File: config.mk
export PLATFORM = sky130hd
export DESIGN_NAME = cfa_rem
export DESIGN_NICKNAME = d
export VERILOG_FILES = /design/src/hdl/cfa_pkg.sv /design/src/hdl/cfa_rem.sv
export SDC_FILE = /design/constraint.sdc
export NUM_CORES = 1
export LEC_CHECK = 0
export BUFFER_PORTS_ARGS = -buffer_cell sky130_fd_sc_hd__buf_2
export CORE_MARGIN = 2
export CORE_UTILIZATION = 40
export DETAILED_ROUTE_END_ITERATION = 8
export SLEW_MARGIN = 20
export SYNTH_ARGS = -nofsm -noshare
export SYNTH_HDL_FRONTEND = slang
export SYNTH_SLANG_ARGS = --single-unit
File: constraint.sdc
create_clock -name clk -period 3 [get_ports clk]
set_input_delay 0.6 -clock clk [delete_from_list [all_inputs] [get_ports clk]]
set_output_delay 0.6 -clock clk [all_outputs]
set_load 0.01 [all_outputs]
File: src/hdl/cfa_pkg.sv
// ----------------------------------------------------------------------------
// cfa_pkg
// Shared widths, codes and saturating helpers for the contiguous frame
// allocator.
// ----------------------------------------------------------------------------
package cfa_pkg;

  localparam int NUM_FRAMES = 4096;
  localparam int FRAME_W    = $clog2(NUM_FRAMES);
  localparam int CNT_W      = FRAME_W + 1;
  localparam int CFG_IDX_W  = 2;

  typedef enum logic [1:0] {
    CMD_CLEAR   = 2'd0,
    CMD_RESERVE = 2'd1,
    CMD_ALLOC   = 2'd2,
    CMD_FREE    = 2'd3
  } cmd_t;

  typedef enum logic [1:0] {
    ST_DONE    = 2'd0,
    ST_NO_RUN  = 2'd1,
    ST_IGNORED = 2'd2
  } status_t;

  typedef enum logic [CFG_IDX_W-1:0] {
    REG_FRAMES_IN_USE = CFG_IDX_W'(0),
    REG_USABLE_COUNT  = CFG_IDX_W'(1)
  } cfg_reg_t;

  typedef enum logic [2:0] {
    S_SWEEP,
    S_IDLE,
    S_RSV_RD,
    S_RSV_CHK,
    S_MOD,
    S_SCAN,
    S_MARK,
    S_FREE
  } state_t;

  function automatic logic [CNT_W-1:0] sat_limit(input logic [CNT_W-1:0] v);
    return (v > CNT_W'(NUM_FRAMES)) ? CNT_W'(NUM_FRAMES) : v;
  endfunction

  function automatic logic [CNT_W-1:0] sat_add(input logic [CNT_W-1:0] a,
                                               input logic [CNT_W-1:0] b);
    logic [CNT_W:0] sum;
    sum = {1'b0, a} + {1'b0, b};
    return (sum > (CNT_W+1)'(NUM_FRAMES)) ? CNT_W'(NUM_FRAMES) : sum[CNT_W-1:0];
  endfunction

  function automatic logic [CNT_W-1:0] sat_sub(input logic [CNT_W-1:0] a,
                                               input logic [CNT_W-1:0] b);
    return (b > a) ? '0 : a - b;
  endfunction

endpackage

File: src/hdl/cfa_rem.sv
// ----------------------------------------------------------------------------
// cfa_rem
// Bit-serial restoring remainder unit, one dividend bit per cycle, used to
// fold a stale search start into the current frame total.
// ----------------------------------------------------------------------------
module cfa_rem (
  input  logic                       clk,
  input  logic                       rst,
  input  logic                       start,
  input  logic [cfa_pkg::CNT_W-1:0]  dividend,
  input  logic [cfa_pkg::CNT_W-1:0]  divisor,
  output logic                       done,
  output logic [cfa_pkg::FRAME_W-1:0] remainder
);
  import cfa_pkg::*;

  localparam int STEP_W = $clog2(CNT_W);

  logic              active;
  logic [STEP_W-1:0] step;
  logic [CNT_W-1:0]  partial;
  logic [CNT_W-1:0]  shreg;
  logic [CNT_W:0]    trial;
  logic              fits;

  assign trial     = {partial, shreg[CNT_W-1]};
  assign fits      = trial >= {1'b0, divisor};
  assign remainder = partial[FRAME_W-1:0];

  always_ff @(posedge clk) begin
    if (rst) begin
      active <= 1'b0;
      done   <= 1'b0;
    end else begin
      done <= 1'b0;
      if (start) begin
        active  <= 1'b1;
        step    <= STEP_W'(CNT_W - 1);
        partial <= '0;
        shreg   <= dividend;
      end else if (active) begin
        partial <= fits ? CNT_W'(trial - {1'b0, divisor}) : trial[CNT_W-1:0];
        shreg   <= {shreg[CNT_W-2:0], 1'b0};
        step    <= step - 1'b1;
        if (step == '0) begin
          active <= 1'b0;
          done   <= 1'b1;
        end
      end
    end
  end

endmodule

==> results.yml <==
status:
  status: "finished, final reports clean"
placement:
  place_area_um2: 2430
  dp_hpwl_um: 3060
  gp_congestion: 0.832
  post-place-ws_ns: 0.135
  port-buffer-count: 41
sta:
  setup_violations: 0
  period_share_pct: 85.1
  rsz0062_at_grt: "false"
  slew_headroom_pct: 58.2
  worst-slew-pin-transition_ns: 0.628
  slew_violations: 0
  clock-skew-final_ns: 0.00679
  setup_slack_ns: 0.446
  hold_viol: 0
  setup_tns_ns: 0
  fmax_ghz: 0.391
  period_minus_slack_ns: 2.55
die:
  io_pins: 42
  core_um2: 5200
  die_h_um: 78.0
  start_util_pct: 42.1
  die_x_um: 78.0
  die_area_um2: 6090
  num_rows: 26
critical_path:
  critPathTopFamily: "adder cells"
  worst-path-max-fanout: 4
  cp.depth: 11
  required_ns: 3.01
  ff2ff_setup_slack_ns: 0.49
  path_cells: "buf_2 -> ha_1 -> fa_1 -> and2b_1 -> o21ai_1 -> o211ai_2 -> a21oi_2 -> o21ai_4 -> buf_4 -> mux2i_1 -> nor2_1"
  reg2reg_to: "partial[11]"
  crit_arrival_ns: 2.57
  end_kind: "register"
  crit_type: "input pin to register"
  cp_slowest_stage_delay_ns: 0.40
  r2r_cells: 11
  crit_path_top_delay_cell: "fa_1"
  critPathLaunchType: "input pin"
  r2r_start: "shreg[12]"
  cp_num_buf_inv: 2
route:
  vias: 1558
  postRouteAntennaNets: 0
  avgViaCountPerCell: 4.99
  dr.pass1.iters: 4
  routed_wl_um: 4010
  drt-initial-drc-count: 72
  route.detailed.drc: 0
  wl_per_cell_um: 12.9
power_and_ir_drop:
  combPwrFrac_pct: 30.7
  p_leak_nw: 1.07
  powerDensity_nw_per_um2: 501
  p_seq_share_pct: 44.3
  p_int_w: 0.000876
  vdd_drop_max_mv: 0.256
  switching_power_w: 0.000382
  p_clk_share_pct: 25.0
  netSwitchingFraction_pct: 30.4
  fin_total_pwr_w: 0.00126
hold_path:
  holdPathStages: 1
  hold_end: "done"
  hold_class: "register to register"
  hold_start: "active"
clock_tree:
  clockRootBuffer: "clkbuf_8"
  path_clk_slew_ns: 0.07
  cts_buffers: 5
  clk_path_buf_depth: 2
  post_cts_buffers: 0
  cts_num_sinks: 32
  cts_tree: "built"
  cts_resized: 0
  holdBufCountCts: 0
  clk_latency_ns: 0.28
  htreeDepth: 2
synth:
  ys_types: 48
  synth_warnings: 0
  netlist_area_um2: 2190
  async_flop_share_pct: 0
  syn_nets: 248
  yosysSeqAreaShare_pct: 42.9
  ys_top_cells_by_area: "edfxtp_1 (41%), ha_1 (8.0%), mux2_2 (6.2%)"
  synthCells: 204
  syn_area_per_cell_um2: 10.7
  synth_top_cell_by_area: "edfxtp_1"
  synth_top_cell_area_share_pct: 41.1
  synth_edf_count: 30
  yosys_most_used_dff: "edfxtp_1"
  synth_seq_cells: 32
final_layout:
  finalNetCount: 285
  multi_input_area_um2: 1060
  fillerInstances: 527
  final_common_cell: "buf_2"
  finalInstanceArea_um2: 2510
  n_antenna_cell: 0
  syn_to_final_growth_pct: 14.5
  final_cell_mix: "buf_2 (41), edfxtp_1 (30), inv_1 (19), nor2_1 (19), ha_1 (14)"
  drive_gt1_share_pct: 32.6
  regArea_um2: 941
global_routing:
  grt_max_degree: 33
  antenna_found_initial: 0
  grt_pass1_vias: 1511
  grt-ovfl-total: 0
  grt_pass1_wl_um: 6800
  grt_usage_pct: 14.0
flow_run:
  cap_violations: 0
## registers in the layout, summed over array words and instances, names as in the netlist
name and flops:
shreg 13, partial 13, active 1, done 1
step 4
## through the flow
step,cells,util [%],hold WS (ns)
floorplan,204,-,0.454
global route,312,48.2,0.497
finish,312,48.2,0.475
CTS,312,48.2,0.478
detailed placement,304,46.6,0.466
global placement,304,46.6,0.469
## power by group through the flow
stage | Sequential, W | Combinational (W) | Clock (W)
floorplan | 0.000561 | 0.000307 | 0
global placement | 0.000567 | 0.000385 | 0
detailed placement | 0.000567 | 0.000390 | 0
CTS | 0.000557 | 0.000391 | 0.000327
global route | 0.000562 | 0.000431 | 0.000344
finish | 0.000557 | 0.000387 | 0.000314
## worst reg2reg max path: stages, from the launching register on
cell      delay (ns)
edfxtp_1        0.36
inv_1           0.05
ha_1            0.20
fa_1            0.40
and2b_1         0.23
o21ai_1         0.07
o211ai_2        0.19
a21oi_2         0.13
o21ai_4         0.20
buf_4           0.17
mux2i_1         0.19
nor2_1          0.05
## cell type report
cell class	instances	share of cell area (%)
Sequential cell	32	37.5
Timing Repair Buffer	48	10.8
Multi-Input combinational cell	135	42.1
Clock buffer	5	2.74
Tap cell	70	3.49
Inverter	19	2.84
Clock inverter	3	0.548
## cell families (layout without fill, tap and decap cells)
kind of cell	Yosys count	after routing	synth area share (%)
adders and majority gates	15	15	8.90
DFF	32	32	42.9
buffers and inverters	37	75	8.96
xor gates and xnor gates	10	10	4.00
and+or+nand+nor	52	52	11.7
AOI/OAI and AO/OA	37	37	13.2
muxes	21	21	10.3
## Yosys cell counts, drive strengths merged (3+ instances only)
cell type / number
edfxtp: 30
nor2: 22
inv: 19
buf: 17
ha: 14
mux2: 12
a21oi: 9
mux2i: 9
o21ai: 7
xnor2: 7
nand2: 6
nor3: 5
o211ai: 5
nand3: 4
a211oi: 3
xor2: 3
## layer usage
layer	track usage (%)	wire length (µm)
met1	18.5	1940
met2	22.5	1840
met3	3.79	207
met4	4.56	23
met5	0	0
## worst max-delay path by stage
stage / slack (ns) / end / startpoint
after floorplan: 0.24 / partial[10] / divisor[0]
after global placement: 0.21 / partial[11] / divisor[0]
after detailed placement: 0.14 / partial[11] / divisor[0]
after CTS: 0.44 / partial[11] / divisor[0]
after global routing: 0.26 / partial[11] / shreg[12]
final: 0.45 / partial[11] / divisor[0]
No activity file was read; power rests on OpenSTA's default activity.
